`src/sv/polygon_fan_vertex_assembler_defines.svh`:
```
// assertion macros for the polygon fan vertex assembler
// used by pfva_back, no other dependencies
// define NO_ASSERTIONS to compile the checks out
`ifndef POLYGON_FAN_VERTEX_ASSEMBLER_DEFINES_SVH
`define POLYGON_FAN_VERTEX_ASSEMBLER_DEFINES_SVH

`ifndef NO_ASSERTIONS
// property must hold on every edge out of reset
`define PFVA_ASSERT(lbl, clk, rst_n, prop) \
  lbl: assert property (@(posedge clk) disable iff (!rst_n) prop) \
    else $error("pfva assertion failed");
// condition must never be true out of reset
`define PFVA_NEVER(lbl, clk, rst_n, cond) \
  lbl: assert property (@(posedge clk) disable iff (!rst_n) !(cond)) \
    else $error("pfva forbidden condition seen");
`else
`define PFVA_ASSERT(lbl, clk, rst_n, prop)
`define PFVA_NEVER(lbl, clk, rst_n, cond)
`endif

`endif

```
`src/sv/pfva_pkg.sv`:
```
// shared types, constants and the fan corner order
// no dependencies
`timescale 1ns / 1ps

package pfva_pkg;

  // default table depth and queue depths (queue depths are powers of two)
  localparam int TABLE_DEPTH_DEF = 1024;
  localparam int CMD_DEPTH_DEF   = 2;
  localparam int OUT_DEPTH_DEF   = 4;

  // fixed field widths
  localparam int WORD_W   = 32;
  localparam int ENTRY_W  = 10;
  localparam int CORNER_W = 11;
  localparam int COUNT_W  = 3;
  localparam int CFG_IDX_W = 2;

  localparam logic [WORD_W-1:0] DEFAULT_X_RESET = 32'h0000_0000;
  localparam logic [WORD_W-1:0] DEFAULT_Y_RESET = 32'h0000_0000;
  localparam logic [WORD_W-1:0] DEFAULT_Z_RESET = 32'h3F80_0000;

  // item kinds
  localparam logic KIND_WRITE = 1'b0;
  localparam logic KIND_FACE  = 1'b1;

  // smallest corner count that makes a triangle, and a quad
  localparam logic [COUNT_W-1:0] COUNT_TRI  = 3'd3;
  localparam logic [COUNT_W-1:0] COUNT_QUAD = 3'd4;

  // configuration register indexes
  typedef enum logic [CFG_IDX_W-1:0] {
    REG_DEFAULT_X = 2'd0,
    REG_DEFAULT_Y = 2'd1,
    REG_DEFAULT_Z = 2'd2
  } cfg_reg_t;

  typedef struct packed {
    logic [WORD_W-1:0] x;
    logic [WORD_W-1:0] y;
    logic [WORD_W-1:0] z;
  } vertex_t;

  // classified face handed from front to back
  typedef struct packed {
    logic                    quad;
    logic [3:0]              use_def;
    logic [3:0][ENTRY_W-1:0] idx;
  } face_cmd_t;

  // one emitted vertex
  typedef struct packed {
    vertex_t v;
    logic    tri_num;
    logic    used_def;
    logic    last;
  } out_item_t;

  // back status seen by the front
  typedef struct packed {
    logic rd_busy;
    logic cmd_loading;
  } back_stat_t;

  // fan step to corner: 0 1 2 for the first triangle, 0 2 3 for the second
  function automatic logic [1:0] corner_sel(input logic [2:0] step);
    logic [1:0] sel;
    case (step)
      3'd0:    sel = 2'd0;
      3'd1:    sel = 2'd1;
      3'd2:    sel = 2'd2;
      3'd3:    sel = 2'd0;
      3'd4:    sel = 2'd2;
      3'd5:    sel = 2'd3;
      default: sel = 2'd0;
    endcase
    return sel;
  endfunction

endpackage

```
`src/sv/pfva_fifo.sv`:
```
// small register queue, power of two depth, head shown combinationally
// no dependencies
`timescale 1ns / 1ps

module pfva_fifo #(
  parameter int WIDTH = 8,
  parameter int DEPTH = 4
) (
  input  logic                     clk,
  input  logic                     rst_n,
  input  logic                     push,
  input  logic [WIDTH-1:0]         push_data,
  input  logic                     pop,
  output logic [WIDTH-1:0]         pop_data,
  output logic                     full,
  output logic                     empty,
  output logic [$clog2(DEPTH):0]   count
);

  localparam int PW = $clog2(DEPTH);
  localparam logic [PW:0] DEPTH_C = (PW + 1)'(DEPTH);

  logic [WIDTH-1:0] mem_r [DEPTH];
  logic [PW-1:0]    wr_ptr_r, wr_ptr_nxt;
  logic [PW-1:0]    rd_ptr_r, rd_ptr_nxt;
  logic [PW:0]      count_r, count_nxt;
  logic             do_push, do_pop;

  assign full  = (count_r == DEPTH_C);
  assign empty = (count_r == '0);
  assign count = count_r;
  assign do_push = push && !full;
  assign do_pop  = pop && !empty;
  assign pop_data = mem_r[rd_ptr_r];

  // pointer and fill count update
  always_comb begin
    wr_ptr_nxt = do_push ? wr_ptr_r + 1'b1 : wr_ptr_r;
    rd_ptr_nxt = do_pop ? rd_ptr_r + 1'b1 : rd_ptr_r;
    count_nxt  = count_r;
    if (do_push && !do_pop) begin
      count_nxt = count_r + 1'b1;
    end else if (do_pop && !do_push) begin
      count_nxt = count_r - 1'b1;
    end
  end

  always_ff @(posedge clk) begin
    if (!rst_n) begin
      wr_ptr_r <= '0;
      rd_ptr_r <= '0;
      count_r  <= '0;
    end else begin
      wr_ptr_r <= wr_ptr_nxt;
      rd_ptr_r <= rd_ptr_nxt;
      count_r  <= count_nxt;
    end
  end

  // storage
  always_ff @(posedge clk) begin
    if (do_push) begin
      mem_r[wr_ptr_r] <= push_data;
    end
  end

endmodule

```
`src/sv/pfva_back.sv`:
```
// back end: fan sequencer, table reads and result queue
// depends on pfva_pkg, pfva_fifo and the assertion macro header
`timescale 1ns / 1ps
`include "polygon_fan_vertex_assembler_defines.svh"

module pfva_back #(
  parameter int TABLE_DEPTH = pfva_pkg::TABLE_DEPTH_DEF,
  parameter int OUT_DEPTH   = pfva_pkg::OUT_DEPTH_DEF
) (
  input  logic                           clk,
  input  logic                           rst_n,
  // face command queue
  input  pfva_pkg::face_cmd_t            cmd_data,
  input  logic                           cmd_empty,
  output logic                           cmd_pop,
  output pfva_pkg::back_stat_t           bstat,
  // table read port
  output logic                           tbl_re,
  output logic [$clog2(TABLE_DEPTH)-1:0] tbl_raddr,
  input  pfva_pkg::vertex_t              tbl_rdata,
  // default vertex
  input  pfva_pkg::vertex_t              dflt,
  // result channel
  output logic                           out_empty,
  input  logic                           out_pop,
  output pfva_pkg::out_item_t            out_item
);

  localparam int AW = $clog2(TABLE_DEPTH);
  localparam int CW = $clog2(OUT_DEPTH) + 1;
  localparam logic [CW:0] OUT_DEPTH_C = (CW + 1)'(OUT_DEPTH);

  logic                 busy_r, busy_nxt;
  pfva_pkg::face_cmd_t  cmd_r;
  logic [2:0]           step_r, step_nxt;
  logic                 s1_valid_r, s1_def_r, s1_tri_r, s1_last_r;

  logic [1:0]           sel;
  logic                 last_step, issue, load, credit;
  logic [CW-1:0]        out_count;
  logic                 out_full;
  pfva_pkg::out_item_t  push_item;

  // read issue with room reserved for the read in flight
  assign credit    = ((CW + 1)'(out_count) + (CW + 1)'(s1_valid_r)) < OUT_DEPTH_C;
  assign sel       = pfva_pkg::corner_sel(step_r);
  assign last_step = cmd_r.quad ? (step_r == 3'd5) : (step_r == 3'd2);
  assign issue     = busy_r && credit;
  assign load      = !cmd_empty && (!busy_r || (issue && last_step));
  assign cmd_pop   = load;

  assign tbl_re    = issue;
  assign tbl_raddr = AW'(cmd_r.idx[sel]);

  assign bstat.rd_busy     = busy_r;
  assign bstat.cmd_loading = load;

  // sequencer
  always_comb begin
    busy_nxt = busy_r;
    step_nxt = step_r;
    if (load) begin
      busy_nxt = 1'b1;
      step_nxt = 3'd0;
    end else if (issue) begin
      busy_nxt = !last_step;
      step_nxt = step_r + 3'd1;
    end
  end

  always_ff @(posedge clk) begin
    if (!rst_n) begin
      busy_r     <= 1'b0;
      step_r     <= 3'd0;
      s1_valid_r <= 1'b0;
    end else begin
      busy_r     <= busy_nxt;
      step_r     <= step_nxt;
      s1_valid_r <= issue;
    end
  end

  // current face and read stage tags
  always_ff @(posedge clk) begin
    if (load) begin
      cmd_r <= cmd_data;
    end
    if (issue) begin
      s1_def_r  <= cmd_r.use_def[sel];
      s1_tri_r  <= (step_r >= 3'd3);
      s1_last_r <= last_step;
    end
  end

  // pick table data or default vertex
  always_comb begin
    push_item.v        = s1_def_r ? dflt : tbl_rdata;
    push_item.tri_num  = s1_tri_r;
    push_item.used_def = s1_def_r;
    push_item.last     = s1_last_r;
  end

  // result queue
  pfva_fifo #(
    .WIDTH ($bits(pfva_pkg::out_item_t)),
    .DEPTH (OUT_DEPTH)
  ) u_out_fifo (
    .clk       (clk),
    .rst_n     (rst_n),
    .push      (s1_valid_r),
    .push_data (push_item),
    .pop       (out_pop),
    .pop_data  (out_item),
    .full      (out_full),
    .empty     (out_empty),
    .count     (out_count)
  );

  // checks
  `PFVA_NEVER(a_out_no_overflow, clk, rst_n, s1_valid_r && out_full)
  `PFVA_ASSERT(a_read_from_busy, clk, rst_n, s1_valid_r |-> $past(busy_r))
  `PFVA_ASSERT(a_face_ends, clk, rst_n, (issue && last_step && !load) |=> !busy_r)
  `PFVA_ASSERT(a_tri_step_bound, clk, rst_n, (busy_r && !cmd_r.quad) |-> (step_r <= 3'd2))

endmodule

```
`config.mk`:
```
export PLATFORM = sky130hd
export DESIGN_NAME = pfva_back
export DESIGN_NICKNAME = d
export VERILOG_FILES = /design/src/sv/pfva_pkg.sv /design/src/sv/pfva_fifo.sv /design/src/sv/pfva_back.sv
export VERILOG_INCLUDE_DIRS = /design/src /design/src/sv
export SDC_FILE = /design/constraint.sdc
export NUM_CORES = 1
export LEC_CHECK = 0
export BUFFER_PORTS_ARGS = -buffer_cell sky130_fd_sc_hd__buf_2
export CAP_MARGIN = 5
export CELL_PAD_IN_SITES_DETAIL_PLACEMENT = 1
export CELL_PAD_IN_SITES_GLOBAL_PLACEMENT = 1
export CORE_UTILIZATION = 40
export CTS_BUF_LIST = sky130_fd_sc_hd__clkbuf_4 sky130_fd_sc_hd__clkbuf_8 sky130_fd_sc_hd__clkbuf_16
export DETAILED_ROUTE_END_ITERATION = 8
export GPL_TIMING_DRIVEN = 0
export PLACE_DENSITY = 0.8
export SLEW_MARGIN = 20
export SYNTH_ARGS = -nofsm -noshare
export SYNTH_HDL_FRONTEND = slang
export SYNTH_SLANG_ARGS = --single-unit
```
`constraint.sdc`:
```
create_clock -name clk -period 8.05 [get_ports clk]
set_clock_uncertainty 0.1 [all_clocks]
set_input_delay 0.4025 -clock clk [delete_from_list [all_inputs] [get_ports clk]]
set_output_delay 0.4025 -clock clk [all_outputs]
set_load 0.02 [all_outputs]
```
# [Word level (Yosys, flattened, before mapping)]
# Memories as Yosys holds them, arrays and structs flattened. A register that Yosys moved wholly into a read port is not among the register bits.
# Index checks and enable logic that the tools add are counted.
[classes] add_sub_neg=6 n_mul=0 n_div=0 order_cmp=3 n_eq_ne=5 shifts=0 muxes=15 bitwise=1 reduce_logical=20
[ops] cell="$mux W96" count=1
[ops] cell="$bmux W10 S2" count=1
[ops] cell="$mux W10" count=1
[ops] cell="$eq A3 B3 Y1 const B" count=3
[ops] cell="$logic_and A1 B1 Y1" count=7
[ops] cell="$logic_not A1 Y1" count=7
[ops] cell="$add A3 B1 Y3 const B" count=2
[ops] cell="$mux W1" count=6
[ops] cell="$mux W3" count=2
[ops] cell="$pmux W2 S3" count=1
[ops] cell="$add A2 B1 Y2 const B" count=2
[ops] cell="$add A3 B1 Y4" count=1
[ops] cell="$lt A4 B3 Y1 const B" count=1
[ops] cell="$mux W2" count=2
[ops] cell="$reduce_bool A2 Y1" count=2
[ops] cell="$reduce_or A2 Y1" count=2
[ops] cell="$eq A3 B1 Y1 const B" count=1
[ops] cell="$eq A3 B2 Y1 const B" count=1
[ops] cell="$ge A3 B2 Y1 const B" count=1
[ops] cell="$logic_not A3 Y1" count=1
[ops] cell="$lt A2 B3 Y1 const B" count=1
[ops] cell="$sub A3 B1 Y3 const B" count=1
[ops] cell="$bmux W1 S2" count=1
[ops] cell="$logic_or A1 B1 Y1" count=1
[ops] cell="$not A1 Y1" count=1
[totals] regBits=60 latch_bits=0 mem_bits_rw=396 mem_bits_ro=0 elab_cells=66 mem_count=1
[memory_table] memory="u_out_fifo.mem_r" words=4 width=99 rd=1 rd_clocked_by_memory_dff=1 write_ports=1 line="pfva_fifo.sv:23" rtl="logic [WIDTH-1:0] mem_r [DEPTH];"

# [Logic depth before layout (Yosys ltp)]
[depth] ltp_word=7 mapped_depth=8 ltp_nobuf=8

# [Cells and area by module]
# From an unflattened synthesis, not the netlist that was laid out.
[hier_totals] hier_cells=801 area_unflattened_um2=18078.6
[modules_own_cells] mod="pfva_fifo" n_inst=1 cells_each=565 area_each_um2=14721.6 seq_area_each_um2=12071.6
[modules_own_cells] mod="pfva_back" n_inst=1 cells_each=236 area_each_um2=3357.0 seq_area_each_um2=1541.5

# [Worst setup path before layout]
# No wires, ideal clock.
[synth_timing] kind="reg-to-output" start="register step_r[0]" end="output port bstat[0] (netlist name)" arrival_ns=4.019 required_time_ns=7.547 path_slack_ns=3.528 path_stages_with_launch=7 path_buffers=1 path_cell_list="dfxtp_1 inv_1 ha_1 nor3b_1 o211ai_1 a21oi_1 buf_4"
[synth_via] elab_chain_cells=5 word_cells_on_any_way=6 cone_classes="eq/ne: 2; mux: 1; reduce/logical: 3"
[synth_rtl] item="start, declared" line="pfva_back.sv:35" rtl="logic [2:0] step_r, step_nxt;"
[synth_rtl] item="start signal, assigned" line="pfva_back.sv:78" rtl="step_r <= step_nxt;"
[synth_rtl] item="$eq A3 B2 Y1 or $eq A3 B3 Y1 (tied branches)" line="pfva_back.sv:47" rtl="assign last_step = cmd_r.quad ? (step_r == 3'd5) : (step_r == 3'd2);"
[synth_rtl] item="$mux W1 (*)" line="pfva_back.sv:47"
[synth_rtl] item="$logic_and A1 B1 Y1 (*)" line="pfva_back.sv:49" rtl="assign load = !cmd_empty && (!busy_r || (issue && last_step));"
[synth_rtl] item="$logic_or A1 B1 Y1 (*)" line="pfva_back.sv:49"
[synth_rtl] item="$logic_and A1 B1 Y1 (*)" line="pfva_back.sv:49"
[synth_rtl] item="end, declared" line="pfva_back.sv:16" rtl="output pfva_pkg::back_stat_t bstat,"
# Mark *: on every way between the ends. The rest lies on a longest branch, timed or not.

==> results_dict.tcl <==
set metrics [dict create \
    num_rows 77 \
    antenna_found_initial 0 \
    period_share_pct 43.7 \
    r2r_setup_slack_ns 5.47 \
    switching_share_pct 28.2 \
    routedWlPerCell_um 22.8 \
    cts-htree-levels 2 \
    worst_pin_slew_ns 0.833 \
    clockBufferDepth 3 \
    cp_max_fo 28 \
    clkSlewWorstSetupHoldPaths_ns 0.06 \
    syn_area_per_cell_um2 22.6 \
    io_buffers 354 \
    drt_iter0_markers 406 \
    muxShareOfSynthArea_pct 20.3 \
    synth_compound_area_share_pct 1.05 \
    die_h_um 214 \
    die_w_um 214 \
    vias_per_cell 5.07 \
    synthSimpleGateAreaFrac_pct 0.777 \
    cts_tree "built" \
    dp_hpwl_mm 28.2 \
    leakagePower_nw 8.09 \
    wl_mm 43.1 \
    ant_nets 0 \
    final_hold_viol_count 0 \
    worstSetupStartpointType "flip-flop" \
    setup_tns_ns 0 \
    gp_congestion 0.731 \
    cts.sinks 458 \
    nNetsFinal 1511 \
    p_int_mw 4.64 \
    powerDensity_nw_per_um2 284 \
    dr.pass1.iters 6 \
    grt_pass1_vias 10900 \
    p_sw_mw 1.82 \
    critPathKind "flip-flop to primary output" \
    syn_inst 799 \
    grt_start_max_net_pins 48 \
    ys.flop_type "edfxtp_1" \
    slew-limit-headroom_pct 44.5 \
    ys_seq_area_share_pct 75.4 \
    p_clk_share_pct 31.7 \
    synth_nets 1051 \
    cts.repair.resized 0 \
    synth_area_um2 18000 \
    crit_arrival_ns 3.01 \
    slew_viol_final 0 \
    status "finished clean" \
    overflow 0 \
    initial_utilization_pct 40.7 \
    drive_gt1_share_pct 52.5 \
    synth-edff-count 444 \
    fin_area_um2 22800 \
    synth_top_family_by_area "multiplexers" \
    grt_usage_pct 19.0 \
    comb_power_share_pct 24.6 \
    min_period_ns 3.52 \
    area_growth_syn_to_layout_pct 26.2 \
    grt_first_pass_wirelength_mm 65.0 \
    sequentialPowerShare_pct 43.7 \
    rsz0062_at_grt "false" \
    drv_cap 0 \
    dieArea_um2 46000 \
    dr_total_vias 9568 \
    synth_cell_type_count 33 \
    synth_fa_ha_area_share_pct 0.804 \
    finalSetupViolCount 0 \
    fin_util_pct 51.4 \
    yosysWarnings 0 \
    place_area_um2 20800 \
    min_path_type "input port to flip-flop" \
    total_power_mw 6.46 \
    cp.required_ns 7.55 \
    cts_root_buffer "clkbuf_16" \
    synth_seq_cells 458 \
    clkLatencyLatePin_ns 0.57 \
    synth_xor_area_share_pct 0.194 \
    drc 0 \
    ioPinCount 355 \
    cp-end-kind "primary output" \
    cts_made_buffers 47 \
    fmax_ghz 0.284 \
    ir_drop_mv 0.195 \
    async_reset_ff_share_pct 0 \
    design.core.area_um2 44300 \
]
## layout by cell type (no fill, tap or decap), types with 8 or more instances in the layout
cell type,instances
buf_2,378
clkbuf_4,17
edfxtp_1,444
ha_1,10
nor2_1,8
inv_1,10
dfxtp_1,14
mux4_2,99
clkbuf_16,47
dlygate4sd3_1,48
mux2_2,96
mux2i_1,35
buf_16,9
## per-stage QoR
step | setup WS, ns | hold slack [ns] | std cells
after floorplan | 3.53 | 0.359 | 799
after global placement | 2.43 | 0.375 | 1745
after detailed placement | 5.13 | 0.398 | 1754
after CTS | 4.48 | 0.0463 | 1886
after global routing | 4.29 | 0.0642 | 1886
final | 4.53 | 0.0914 | 1887
## cell type report
cell class                 count  area (um2)
antenna                        1        2.50
clock buffer                  65        1320
fill                        4120       21500
tap                          592         741
inverter                      10        37.5
clock inverter                19         130
buffer                        40         225
sequential                   458       13600
timing repair buffer         411        2500
multi-input combinational    291        4200
## cell usage after synthesis, types with 2 or more instances
library cell | number | share of area [%]
a2111oi_4 | 2 | 0.31
a21oi_1 | 7 | 0.19
and3_1 | 7 | 0.24
buf_2 | 24 | 0.67
buf_4 | 6 | 0.25
buf_6 | 3 | 0.19
clkbuf_1 | 6 | 0.12
dfxtp_1 | 14 | 1.6
edfxtp_1 | 444 | 74
ha_1 | 10 | 0.69
inv_1 | 10 | 0.21
mux2_2 | 96 | 6.0
mux2i_1 | 35 | 1.9
mux4_2 | 99 | 12
nand3_1 | 2 | 0.055
nor2_1 | 8 | 0.17
nor3b_1 | 2 | 0.083
o21ai_0 | 6 | 0.17
xor2_1 | 4 | 0.19
## cell families after synthesis
logic type                 Yosys count
AOI/OAI and AO/OA                   21
xor gates and xnor gates             4
adders and majority gates           11
buffers and inverters               50
DFF                                458
muxes                              230
and+or+nand+nor                     25
## registers in the layout, indices dropped and copies added (netlist names), named ones only
register,flops
s1_def_r,1
u_out_fifo.rd_ptr_r,2
s1_tri_r,1
u_out_fifo.count,3
s1_last_r,1
u_out_fifo.mem_r,396
step_r,3
busy_r,1
cmd_r,45
u_out_fifo.wr_ptr_r,2
s1_valid_r,1
## worst max-delay path: stages (launching register included)
cell and delay [ns]:
dfxtp_1 0.35, inv_1 0.11, ha_1 0.20, nor3b_1 0.36, o211ai_1 0.18, a21oi_4 0.67, buf_16 0.26, buf_4 0.13
buf_2 0.15
## worst paths after layout
check                                       startpoint                                end  depth (start not counted)
worst max-delay path            step_r[0]$_SDFFE_PP0P_                           bstat[0]                          8
worst min-delay path                     tbl_rdata[61]  u_out_fifo.mem_r[3][64]$_DFFE_PP_                          2
worst max register to register  step_r[0]$_SDFFE_PP0P_                cmd_r[12]$_DFFE_PP_                          6
worst min register to register     s1_last_r$_DFFE_PP_   u_out_fifo.mem_r[1][0]$_DFFE_PP_                          0
## layer usage
layer  up-vias  routed length, um  GRT usage (%)
met5         -                  0              0
met3        69               2480           4.47
met1      4918              17200           23.0
met4         0               1040           5.79
li1       4265                  -              -
met2       316              22400           33.7
## power by group through the flow
stage	Combinational, mW	Clock (mW)	Sequential [mW]
after floorplan	1.06	0	2.86
after global placement	1.55	0	2.88
after detailed placement	1.60	0	2.87
after CTS	1.63	2.10	2.82
after global routing	1.70	2.19	2.83
final	1.59	2.05	2.82
## what timing repair did
item | 4_1_cts | 5_1_grt
hold buffers | 48 | 0
hold endpoints to repair | 47 | 0
setup buffers | 0 | 0
Note: power is estimated with default switching activity, not from simulation.
