==> config.mk <==
export PLATFORM = sky130hd
export DESIGN_NAME = pfva_front
export DESIGN_NICKNAME = d
export VERILOG_FILES = /design/src/sv/polygon_fan_vertex_assembler_defines.svh /design/src/sv/pfva_pkg.sv /design/src/sv/pfva_front.sv
export SDC_FILE = /design/constraint.sdc
export NUM_CORES = 1
export LEC_CHECK = 0
export BUFFER_PORTS_ARGS = -buffer_cell sky130_fd_sc_hd__buf_4
export CORE_AREA = 2 2 123 125
export CTS_CLUSTER_SIZE = 8
export DETAILED_ROUTE_END_ITERATION = 8
export DIE_AREA = 0 0 125 127
export PLACE_DENSITY = 0.76
export RECOVER_POWER = 50
export SLEW_MARGIN = 20
export SYNTH_ARGS = -nofsm -noshare
export SYNTH_HDL_FRONTEND = slang
export SYNTH_SLANG_ARGS = --single-unit
==> constraint.sdc <==
create_clock -name clk -period 26.4 [get_ports clk]
set_clock_uncertainty 0.1 [all_clocks]
set_input_delay 2.64 -clock clk [delete_from_list [all_inputs] [get_ports clk]]
set_output_delay 2.64 -clock clk [all_outputs]
set_load 0.01 [all_outputs]
==> src/sv/polygon_fan_vertex_assembler_defines.svh <==
// assertion macros for the polygon fan vertex assembler
// used by pfva_back, no other dependencies
// define NO_ASSERTIONS to compile the checks out
`ifndef POLYGON_FAN_VERTEX_ASSEMBLER_DEFINES_SVH
`define POLYGON_FAN_VERTEX_ASSEMBLER_DEFINES_SVH

`ifndef NO_ASSERTIONS
// property must hold on every edge out of reset
`define PFVA_ASSERT(lbl, clk, rst_n, prop) \
  lbl: assert property (@(posedge clk) disable iff (!rst_n) prop) \
    else $error("pfva assertion failed");
// condition must never be true out of reset
`define PFVA_NEVER(lbl, clk, rst_n, cond) \
  lbl: assert property (@(posedge clk) disable iff (!rst_n) !(cond)) \
    else $error("pfva forbidden condition seen");
`else
`define PFVA_ASSERT(lbl, clk, rst_n, prop)
`define PFVA_NEVER(lbl, clk, rst_n, cond)
`endif

`endif

==> src/sv/pfva_pkg.sv <==
// shared types, constants and the fan corner order
// no dependencies
`timescale 1ns / 1ps

package pfva_pkg;

  // default table depth and queue depths (queue depths are powers of two)
  localparam int TABLE_DEPTH_DEF = 1024;
  localparam int CMD_DEPTH_DEF   = 2;
  localparam int OUT_DEPTH_DEF   = 4;

  // fixed field widths
  localparam int WORD_W   = 32;
  localparam int ENTRY_W  = 10;
  localparam int CORNER_W = 11;
  localparam int COUNT_W  = 3;
  localparam int CFG_IDX_W = 2;

  localparam logic [WORD_W-1:0] DEFAULT_X_RESET = 32'h0000_0000;
  localparam logic [WORD_W-1:0] DEFAULT_Y_RESET = 32'h0000_0000;
  localparam logic [WORD_W-1:0] DEFAULT_Z_RESET = 32'h3F80_0000;

  // item kinds
  localparam logic KIND_WRITE = 1'b0;
  localparam logic KIND_FACE  = 1'b1;

  // smallest corner count that makes a triangle, and a quad
  localparam logic [COUNT_W-1:0] COUNT_TRI  = 3'd3;
  localparam logic [COUNT_W-1:0] COUNT_QUAD = 3'd4;

  // configuration register indexes
  typedef enum logic [CFG_IDX_W-1:0] {
    REG_DEFAULT_X = 2'd0,
    REG_DEFAULT_Y = 2'd1,
    REG_DEFAULT_Z = 2'd2
  } cfg_reg_t;

  typedef struct packed {
    logic [WORD_W-1:0] x;
    logic [WORD_W-1:0] y;
    logic [WORD_W-1:0] z;
  } vertex_t;

  // classified face handed from front to back
  typedef struct packed {
    logic                    quad;
    logic [3:0]              use_def;
    logic [3:0][ENTRY_W-1:0] idx;
  } face_cmd_t;

  // one emitted vertex
  typedef struct packed {
    vertex_t v;
    logic    tri_num;
    logic    used_def;
    logic    last;
  } out_item_t;

  // back status seen by the front
  typedef struct packed {
    logic rd_busy;
    logic cmd_loading;
  } back_stat_t;

  // fan step to corner: 0 1 2 for the first triangle, 0 2 3 for the second
  function automatic logic [1:0] corner_sel(input logic [2:0] step);
    logic [1:0] sel;
    case (step)
      3'd0:    sel = 2'd0;
      3'd1:    sel = 2'd1;
      3'd2:    sel = 2'd2;
      3'd3:    sel = 2'd0;
      3'd4:    sel = 2'd2;
      3'd5:    sel = 2'd3;
      default: sel = 2'd0;
    endcase
    return sel;
  endfunction

endpackage

==> src/sv/pfva_front.sv <==
// front end: input register, table writes and face classification
// depends on pfva_pkg
`timescale 1ns / 1ps

module pfva_front #(
  parameter int TABLE_DEPTH = pfva_pkg::TABLE_DEPTH_DEF
) (
  input  logic                                clk,
  input  logic                                rst_n,
  // input channel
  input  logic                                in_push,
  output logic                                in_full,
  input  logic                                in_kind,
  input  logic [pfva_pkg::ENTRY_W-1:0]        in_entry_index,
  input  logic [pfva_pkg::WORD_W-1:0]         in_x,
  input  logic [pfva_pkg::WORD_W-1:0]         in_y,
  input  logic [pfva_pkg::WORD_W-1:0]         in_z,
  input  logic [pfva_pkg::COUNT_W-1:0]        in_corner_count,
  input  logic signed [pfva_pkg::CORNER_W-1:0] in_corner_a,
  input  logic signed [pfva_pkg::CORNER_W-1:0] in_corner_b,
  input  logic signed [pfva_pkg::CORNER_W-1:0] in_corner_c,
  input  logic signed [pfva_pkg::CORNER_W-1:0] in_corner_d,
  // table write port
  output logic                                tbl_we,
  output logic [$clog2(TABLE_DEPTH)-1:0]      tbl_waddr,
  output pfva_pkg::vertex_t                   tbl_wdata,
  // face command queue
  output logic                                cmd_push,
  output pfva_pkg::face_cmd_t                 cmd_data,
  input  logic                                cmd_full,
  input  logic                                cmd_empty,
  input  pfva_pkg::back_stat_t                bstat
);

  localparam int AW = $clog2(TABLE_DEPTH);
  localparam int DW = 18;
  localparam logic [DW-1:0] DEPTH_C = DW'(TABLE_DEPTH);

  logic                                hold_valid_r, hold_valid_nxt;
  logic                                kind_r;
  logic [pfva_pkg::ENTRY_W-1:0]        entry_r;
  pfva_pkg::vertex_t                   vtx_r;
  logic [pfva_pkg::COUNT_W-1:0]        count_r;
  logic [3:0][pfva_pkg::CORNER_W-1:0]  corner_r;
  logic                                nonempty_r, nonempty_nxt;

  logic is_write, is_short, drain, accept, entry_ok;

  // classify the held item
  assign is_write = (kind_r == pfva_pkg::KIND_WRITE);
  assign is_short = (count_r < pfva_pkg::COUNT_TRI);
  assign entry_ok = (DW'(entry_r) < DEPTH_C);

  // a write waits until no earlier face can still read the table
  assign drain = hold_valid_r &&
                 (is_write ? (cmd_empty && !bstat.rd_busy && !bstat.cmd_loading)
                           : (is_short || !cmd_full));
  assign in_full = hold_valid_r && !drain;
  assign accept  = in_push && !in_full;

  // table write
  assign tbl_we    = drain && is_write && entry_ok;
  assign tbl_waddr = AW'(entry_r);
  assign tbl_wdata = vtx_r;

  // face command, corners resolved against the table state at this point
  always_comb begin
    cmd_data.quad = (count_r >= pfva_pkg::COUNT_QUAD);
    for (int i = 0; i < 4; i++) begin
      cmd_data.idx[i]     = corner_r[i][pfva_pkg::ENTRY_W-1:0];
      cmd_data.use_def[i] = !nonempty_r || corner_r[i][pfva_pkg::CORNER_W-1] ||
                            !(DW'(corner_r[i][pfva_pkg::ENTRY_W-1:0]) < DEPTH_C);
    end
  end
  assign cmd_push = drain && !is_write && !is_short;

  // holding register control
  always_comb begin
    hold_valid_nxt = hold_valid_r;
    if (accept) begin
      hold_valid_nxt = 1'b1;
    end else if (drain) begin
      hold_valid_nxt = 1'b0;
    end
    nonempty_nxt = nonempty_r || tbl_we;
  end

  always_ff @(posedge clk) begin
    if (!rst_n) begin
      hold_valid_r <= 1'b0;
      nonempty_r   <= 1'b0;
    end else begin
      hold_valid_r <= hold_valid_nxt;
      nonempty_r   <= nonempty_nxt;
    end
  end

  // held payload
  always_ff @(posedge clk) begin
    if (accept) begin
      kind_r      <= in_kind;
      entry_r     <= in_entry_index;
      vtx_r.x     <= in_x;
      vtx_r.y     <= in_y;
      vtx_r.z     <= in_z;
      count_r     <= in_corner_count;
      corner_r[0] <= in_corner_a;
      corner_r[1] <= in_corner_b;
      corner_r[2] <= in_corner_c;
      corner_r[3] <= in_corner_d;
    end
  end

endmodule

# After elaboration in Yosys (flattened, before gate mapping)
# Cells that the tools add are included.
# op_classes
magnitude_cmp	2
mux	3
bitwise	1
n_reduce_logical	22
# ops
operator	n
logical AND 1 bit	8
logical NOT 1 bit	7
logical OR 1 bit	6
greater-or-equal comparator 3 bit, second input constant	1
< comparator 3 x 2 -> 1 bit, second input constant	1
2-to-1 mux 1 bit	3
nonzero test 2 bit	1
inverter 1 bit	1
# word_totals
regBits	156
inputBits	161
output_inout_bits	154

# Longest topological paths before layout
# Gate-level depths: netlist (run 1).
# depth
word_depth	10
mapped_depth	3
depth_no_buf	3

# Least setup slack after synthesis (run 1)
# OpenSTA, ideal clock, no wires.
# synth_timing
path_kind	in2reg
start	input port bstat[0] in the netlist's numbering
end	register corner_r, in the netlist cmd_data[0], enable pin
arrival_time_ps	9390
required_ps	25630
slack_ps	16240
path_stages	3
path_buffers	0
cell_sequence	nor3b_2 -> o22ai_2 -> nor2_1
# synth_via
elab_chain_len	8
# synth_rtl
element	line_no	rtl
start, declared	pfva_front.sv:32	input pfva_pkg::back_stat_t bstat
logical NOT 1 bit	pfva_front.sv:56	(is_write ? (cmd_empty && !bstat.rd_busy && !bstat.cmd_loading)
logical AND 1 bit	pfva_front.sv:56	
2-to-1 mux 1 bit	pfva_front.sv:56	
logical AND 1 bit	pfva_front.sv:55	assign drain = hold_valid_r &&
logical NOT 1 bit	pfva_front.sv:58	assign in_full = hold_valid_r && !drain;
logical AND 1 bit	pfva_front.sv:58	
net in_full	pfva_front.sv:12	output logic in_full,
logical NOT 1 bit	pfva_front.sv:59	assign accept = in_push && !in_full;
logical AND 1 bit	pfva_front.sv:59	
net accept	pfva_front.sv:47	logic is_write, is_short, drain, accept, entry_ok;
end, declared	pfva_front.sv:44	logic [3:0][pfva_pkg::CORNER_W-1:0] corner_r;
# The timed path passes the listed nets, and every way through them passes these cells.
# A chain may end at the register's enable or synchronous reset.

# Final worst setup path (run 1)
# layout_timing
start	input port cmd_empty
end	output port in_full
# layout_via
elab_chain_len	6
# layout_rtl
element	line_no	rtl
start, declared	pfva_front.sv:31	input logic cmd_empty,
logical AND 1 bit (2 in a row)	pfva_front.sv:56	
2-to-1 mux 1 bit	pfva_front.sv:56	
logical AND 1 bit	pfva_front.sv:55	
logical NOT 1 bit	pfva_front.sv:58	
logical AND 1 bit	pfva_front.sv:58	
end, declared	pfva_front.sv:12	
# Every way passes these cells.

==> results of run 1 <==
==> kinds of logic (layout without fill, tap and decap cells) <==
family,Yosys count,count (layout),synth area share
buffers and inverters,42,346,0.0606
AND/OR/NAND/NOR,11,11,0.0140
AO/OA/AOI/OAI,4,4,0.00641
flip-flops,156,156,0.919
other,0,1,0
==> how the worst max path moves through the flow <==
stage                              to  slack [ns]  depth (start not counted)
after floorplan           cmd_data[0]       16.24                          3
after global placement         tbl_we       20.38                          4
after detailed placement       tbl_we       20.34                          4
after CTS                      tbl_we       20.35                          4
after global routing          in_full       20.07                          4
final                         in_full       20.21                          4
==> sequential cells by signal, indices dropped and copies added, names as in the netlist <==
| signal | cells |
|---|---|
| kind_r | 1 |
| cmd_data | 40 |
| count_r | 3 |
| hold_valid_r | 1 |
| tbl_waddr | 10 |
| corner_r | 4 |
| tbl_wdata | 96 |
| nonempty_r | 1 |
==> synthesized netlist by cell type <==
cell | number | area share
dfxtp_1 | 2 | 0.0079
o22ai_2 | 1 | 0.0025
edfxtp_1 | 154 | 0.91
a21oi_1 | 1 | 0.00099
nand3_1 | 1 | 0.00099
and3b_2 | 1 | 0.0020
nor3_1 | 1 | 0.00099
nor2_1 | 1 | 0.00074
clkbuf_1 | 1 | 0.00074
nor3b_2 | 1 | 0.0025
buf_4 | 40 | 0.059
inv_1 | 1 | 0.00074
nand2b_1 | 5 | 0.0062
nand2_1 | 1 | 0.00074
o21a_1 | 2 | 0.0030
==> final cells by class <==
cell class	instances	area [sq um]	share of cell area
tap	184	230	0.0302
timing repair buffer	316	2080	0.272
multi-input combinational	15	100	0.0131
clock buffer	18	429	0.0562
antenna	1	2.50	0.000328
inverter	1	3.75	0.000492
clock inverter	11	129	0.0169
sequential	156	4660	0.611
==> power groups by stage <==
stage | clock network, mW | logic [mW] | registers (mW)
4_1_cts | 0.239 | 0.0574 | 0.297
5_1_grt | 0.250 | 0.0529 | 0.298
6_report | 0.232 | 0.0493 | 0.297
3_5_place_dp | 0 | 0.0574 | 0.302
3_3_place_gp | 0 | 0.0560 | 0.301
2_1_floorplan | 0 | 0.0132 | 0.310
==> routing by layer <==
| metal | share of wire | vias up |
|---|---|---|
| met5 | 0.0011 | - |
| met4 | 0.019 | 2 |
| met3 | 0.11 | 18 |
| met2 | 0.52 | 185 |
| met1 | 0.36 | 1422 |
| li1 | - | 1364 |
==> metrics by stage <==
stage,area [sq um],cells
4_1_cts,7940,701
5_1_grt,7630,701
3_3_place_gp,7380,672
3_5_place_dp,7380,672
2_1_floorplan,5080,213
6_report,7630,702
==> impl_metrics.py, run 1 <==
metrics = {
    "die": {
        "die_w_um": 125,
        "die_y_um": 127,
        "io_pins": 315,
        "std_cell_rows": 44,
        "start_util": 0.352,
        "dieArea_sq_mm": 0.0159,
        "core_area_sq_mm": 0.0144,
    },
    "setup_path": {
        "critPathLaunch": "cmd_empty",
        "rr_worst_depth": 5,
        "critPathArrivalTime_ns": 3.45,
        "r2r_start": "count_r[2]",
        "crit_type": "input port to output pin",
        "crit_path_top_delay_cell": "o22ai_1",
        "r2r_slack_ns": 23.26,
        "critPathTopFamily": "compound AO/OA/AOI/OAI gates",
        "crit_top_cell": "buf_4",
        "worstPathCellList": "buf_4, nor3b_1, o22ai_1, buf_4",
        "crit_buf_inv": 2,
        "worstSetupEndpointType": "output pin",
        "crit_path_start_kind": "input port",
        "slowest_delay_ns": 0.36,
        "critical_path_required_ns": 23.66,
        "critPathMaxFanout": 3,
        "reg2reg_to": "tbl_wdata[48]",
    },
    "detailed_routing": {
        "vias_per_cell": 4.26,
        "post_drt_wl_per_cell_um": 17.2,
        "ant_nets": 0,
        "routed_wirelength_mm": 12.1,
        "firstDrtPassIters": 4,
        "drc": 0,
        "vias": 2991,
        "drt_iter0_markers": 190,
    },
    "global_routing": {
        "overflow": 0,
        "busiest_layer": "met2",
        "grt_pass1_vias": 3172,
        "grt_max_degree": 79,
        "use_met3": 0.0821,
        "grt_antenna_before_repair": 2,
        "grtUsageMet2": 0.249,
        "grt_use_met1": 0.157,
        "grt_pass1_wl_mm": 17.4,
        "track_usage": 0.149,
    },
    "sta": {
        "rsz0062_at_grt": "no",
        "max_clock_freq_ghz": 0.162,
        "hold_viol": 0,
        "slew_headroom": 0.354,
        "finalSetupTns_ns": 0,
        "setup_ws_ns": 20.21,
        "setup_viol": 0,
        "worst_pin_slew_ns": 0.969,
        "min_period_ns": 6.19,
        "slew_viol_final": 0,
        "hold_ws_ns": 0.496,
        "fin_crit_sh": 0.234,
    },
    "cells_and_area": {
        "drive_gt1_frac": 0.507,
        "nFillCells": 1223,
        "final_common_cell": "edfxtp_1",
        "nets": 668,
        "fin_util": 0.529,
        "mostFrequentLayoutCells": "edfxtp_1 (154), clkbuf_4 (151), buf_4 (86), clkbuf_1 (80), clkbuf_16 (17)",
        "syn2layout_area_growth_pct": 50.4,
    },
    "min_path": {
        "whs_path_depth": 1,
        "hp-class": "flop to flop",
        "whs_endpoint": "nonempty_r",
        "hp-start": "nonempty_r",
    },
    "power": {
        "intPower_uw": 462,
        "power_switching_uw": 116,
        "comb_power_share": 0.085,
        "p_leak_nw": 3.00,
        "peakVddDrop_v": 0.0000540,
        "power_density_mw_per_mm2": 75.7,
        "finalPower_uw": 578,
        "power_frac_clock": 0.402,
        "sequentialPowerShare": 0.513,
        "p_sw_frac": 0.201,
    },
    "clocking": {
        "h-tree-depth": 4,
        "cts_resized": 0,
        "clk_path_buf_depth": 2,
        "cts_tree": "yes",
        "cts_setup_buffers": 0,
        "cts.sinks": 156,
        "clkSlewWorstSetupHoldPaths_ns": 0.06,
        "clockRootBuffer": "clkbuf_16",
        "cts_buffers": 17,
        "clk_latency_ns": 0.40,
        "ctsHoldBuffers": 0,
    },
    "yosys": {
        "synthesis.nets": 374,
        "netlist_area_sq_mm": 0.00508,
        "syn_inst": 213,
        "ys_types": 15,
        "synth-seq-area-share": 0.919,
        "ys_ff_latch": 156,
        "syn_avg_cell_area_sq_um": 23.8,
        "yosysWarnings": 0,
    },
    "placement": {
        "io_buffer_count": 314,
        "gp_congestion": 0.810,
        "place_ws_ns": 20.34,
    },
    "run_status": {
        "status": "finished, final reports clean",
    },
    "flow_run": {
        "cap_violations": 0,
    },
}
No activity file was read; power rests on OpenSTA's default activity.
==> inputs of run 2 (changes only) <==
--- a/config.mk
+++ b/config.mk
@@ -10,7 +10,7 @@
 export CTS_CLUSTER_SIZE = 8
 export DETAILED_ROUTE_END_ITERATION = 8
 export DIE_AREA = 0 0 125 127
-export PLACE_DENSITY = 0.76
+export PLACE_DENSITY = 0.79
 export RECOVER_POWER = 50
 export SLEW_MARGIN = 20
 export SYNTH_ARGS = -nofsm -noshare
==> constraint.sdc (replaced) <==
create_clock -name clk -period 5.1 [get_ports clk]
set_clock_uncertainty 0.1 [all_clocks]
set_input_delay 0.51 -clock clk [delete_from_list [all_inputs] [get_ports clk]]
set_output_delay 0.51 -clock clk [all_outputs]
set_load 0.01 [all_outputs]
==> run 2 against run 1 <==
Combinational power rose to 5.2 times the previous value. Hold slack worse by 0.30 ns. Critical path depth did not move. Largest power group unchanged. Routed wire length is 4.6% higher. Clock power increased to 5.1 times the previous value. Largest cell class unchanged. Non-clock buffer count fell by 1. Highest routed layer is now met4. Core utilization fell by 0.061 points. Total power grew to 5.2 times the previous value. Flip-flop and latch count did not move.
==> impl_metrics.py, run 2 (synthesis gave the netlist of run 1 again) <==
metrics = {
    "run_status": {
        "status": "finished, final reports clean",
    },
    "clocking": {
        "clk_path_buf_depth": 2,
        "clk_latency_ns": 0.41,
        "clockRootBuffer": "clkbuf_16",
        "cts_tree": "yes",
        "cts_buffers": 17,
        "cts_setup_buffers": 0,
        "cts.sinks": 156,
        "h-tree-depth": 4,
        "clkSlewWorstSetupHoldPaths_ns": 0.06,
        "ctsHoldBuffers": 0,
        "cts_resized": 0,
    },
    "sta": {
        "slew_headroom": 0.387,
        "worst_pin_slew_ns": 0.920,
        "hold_viol": 0,
        "slew_viol_final": 0,
        "finalSetupTns_ns": 0,
        "hold_ws_ns": 0.192,
        "setup_viol": 0,
        "max_clock_freq_ghz": 0.460,
        "min_period_ns": 2.18,
        "fin_crit_sh": 0.427,
        "setup_ws_ns": 2.92,
        "rsz0062_at_grt": "no",
    },
    "cells_and_area": {
        "nFillCells": 1250,
        "final_area_sq_mm": 0.00763,
        "largest_reg_flops": 96,
        "fin_util": 0.529,
        "seq_area_sq_mm": 0.00466,
        "n_antenna_cell": 0,
        "syn2layout_area_growth_pct": 50.2,
        "final_common_cell": "edfxtp_1",
        "mostFrequentLayoutCells": "edfxtp_1 (154), clkbuf_4 (147), clkbuf_1 (85), buf_4 (84), clkbuf_16 (17)",
        "instances_no_fill": 703,
        "drive_gt1_frac": 0.501,
        "nets": 667,
        "multi_input_area_sq_um": 104,
    },
    "die": {
        "core_area_sq_mm": 0.0144,
        "dieArea_sq_mm": 0.0159,
        "io_pins": 315,
        "die_y_um": 127,
        "std_cell_rows": 44,
        "start_util": 0.352,
        "die_w_um": 125,
    },
    "power": {
        "comb_power_share": 0.087,
        "power_frac_clock": 0.398,
        "sequentialPowerShare": 0.515,
        "p_sw_frac": 0.210,
        "peakVddDrop_v": 0.000295,
        "intPower_mw": 2.35,
        "power_switching_uw": 627,
        "p_leak_nw": 2.99,
        "finalPower_mw": 2.98,
        "power_density_mw_per_mm2": 391,
    },
    "placement": {
        "gp_congestion": 0.867,
        "dpl.cell_count": 671,
        "placed_cell_area_sq_mm": 0.00739,
        "io_buffer_count": 314,
        "hpwl_mm": 9.66,
        "place_ws_ns": 2.82,
    },
    "detailed_routing": {
        "vias_per_cell": 4.29,
        "ant_nets": 0,
        "drt_iter0_markers": 131,
        "drc": 0,
        "routed_wirelength_mm": 12.7,
        "firstDrtPassIters": 4,
        "post_drt_wl_per_cell_um": 18.0,
        "vias": 3015,
    },
    "setup_path": {
        "crit_path_start_kind": "flop",
        "reg2reg_to": "corner_r[43]",
        "slowest_delay_ns": 0.49,
        "rr_worst_depth": 4,
        "r2r_start": "count_r[2]",
        "critPathMaxFanout": 154,
        "worstPathCellList": "a21oi_1, o22ai_1, nor2_4, buf_12",
        "crit_path_top_delay_cell": "buf_12",
        "crit_type": "flop to flop",
        "critical_path_required_ns": 5.03,
        "critPathArrivalTime_ns": 2.10,
        "worstSetupEndpointType": "flop",
        "r2r_slack_ns": 2.92,
    },
    "min_path": {
        "hp-start": "in_corner_c[3]",
        "whs_path_depth": 1,
        "whs_endpoint": "cmd_data[23]",
        "hp-class": "input port to flop",
    },
    "global_routing": {
        "grt_antenna_before_repair": 0,
        "grt_max_degree": 155,
        "overflow": 0,
        "grt_pass1_wl_mm": 18.1,
        "track_usage": 0.155,
        "grt_pass1_vias": 3334,
    },
    "flow_run": {
        "cap_violations": 0,
    },
}
==> run 2: cell types whose count changed in the layout (fill, tap and decap cells not counted), sizes merged <==
| cell | before | now |
|---|---|---|
| buf | 86 | 85 |
| bufinv | 3 | 2 |
| clkbuf | 248 | 249 |
| clkinv | 6 | 7 |
| clkinvlp | 2 | 3 |
| diode | 1 | 0 |
| inv | 1 | 2 |
==> run 2: worst max path at each step <==
stage                         end        from  depth (start not counted)  slack, ns
finish               corner_r[43]  count_r[2]                          4       2.92
global placement    tbl_wdata[89]    bstat[0]                          5       2.91
CTS                  cmd_data[10]  count_r[2]                          4       3.02
floorplan             cmd_data[0]    bstat[0]                          3       1.41
detailed placement   tbl_wdata[7]    bstat[0]                          5       2.82
global route              in_full      kind_r                          3       2.84
==> run 2: metal layers <==
layer / up-vias / GRT usage / wire length, um
met5: - / 0 / 0
met4: 0 / 0.0667 / 264
met3: 19 / 0.0804 / 1310
met2: 175 / 0.271 / 6720
met1: 1458 / 0.156 / 4360
li1: 1363 / - / -
==> run 2: power by group through the flow <==
stage | clock, mW | combinational, mW | sequential (mW)
after global routing | 1.27 | 0.276 | 1.54
after global placement | 0 | 0.293 | 1.56
final | 1.19 | 0.258 | 1.54
after detailed placement | 0 | 0.301 | 1.56
after CTS | 1.22 | 0.301 | 1.54
after floorplan | 0 | 0.0694 | 1.59
==> run 2: critical path: cells and delay by family, from the launching register on <==
kind                   cells  cell delay, ns
AOI/OAI and AO/OA          2            0.39
DFF                        1            0.40
buffers and inverters      1            0.49
and+or+nand+nor            1            0.16
==> run 2: layout make-up <==
cell class / instances / share of cell area
clock buffers: 19 / 0.0568
clock inverters: 13 / 0.0164
multi-input cells: 15 / 0.0136
inverters: 1 / 0.000492
well taps: 184 / 0.0302
flip-flops and latches: 156 / 0.612
repair buffers: 315 / 0.271
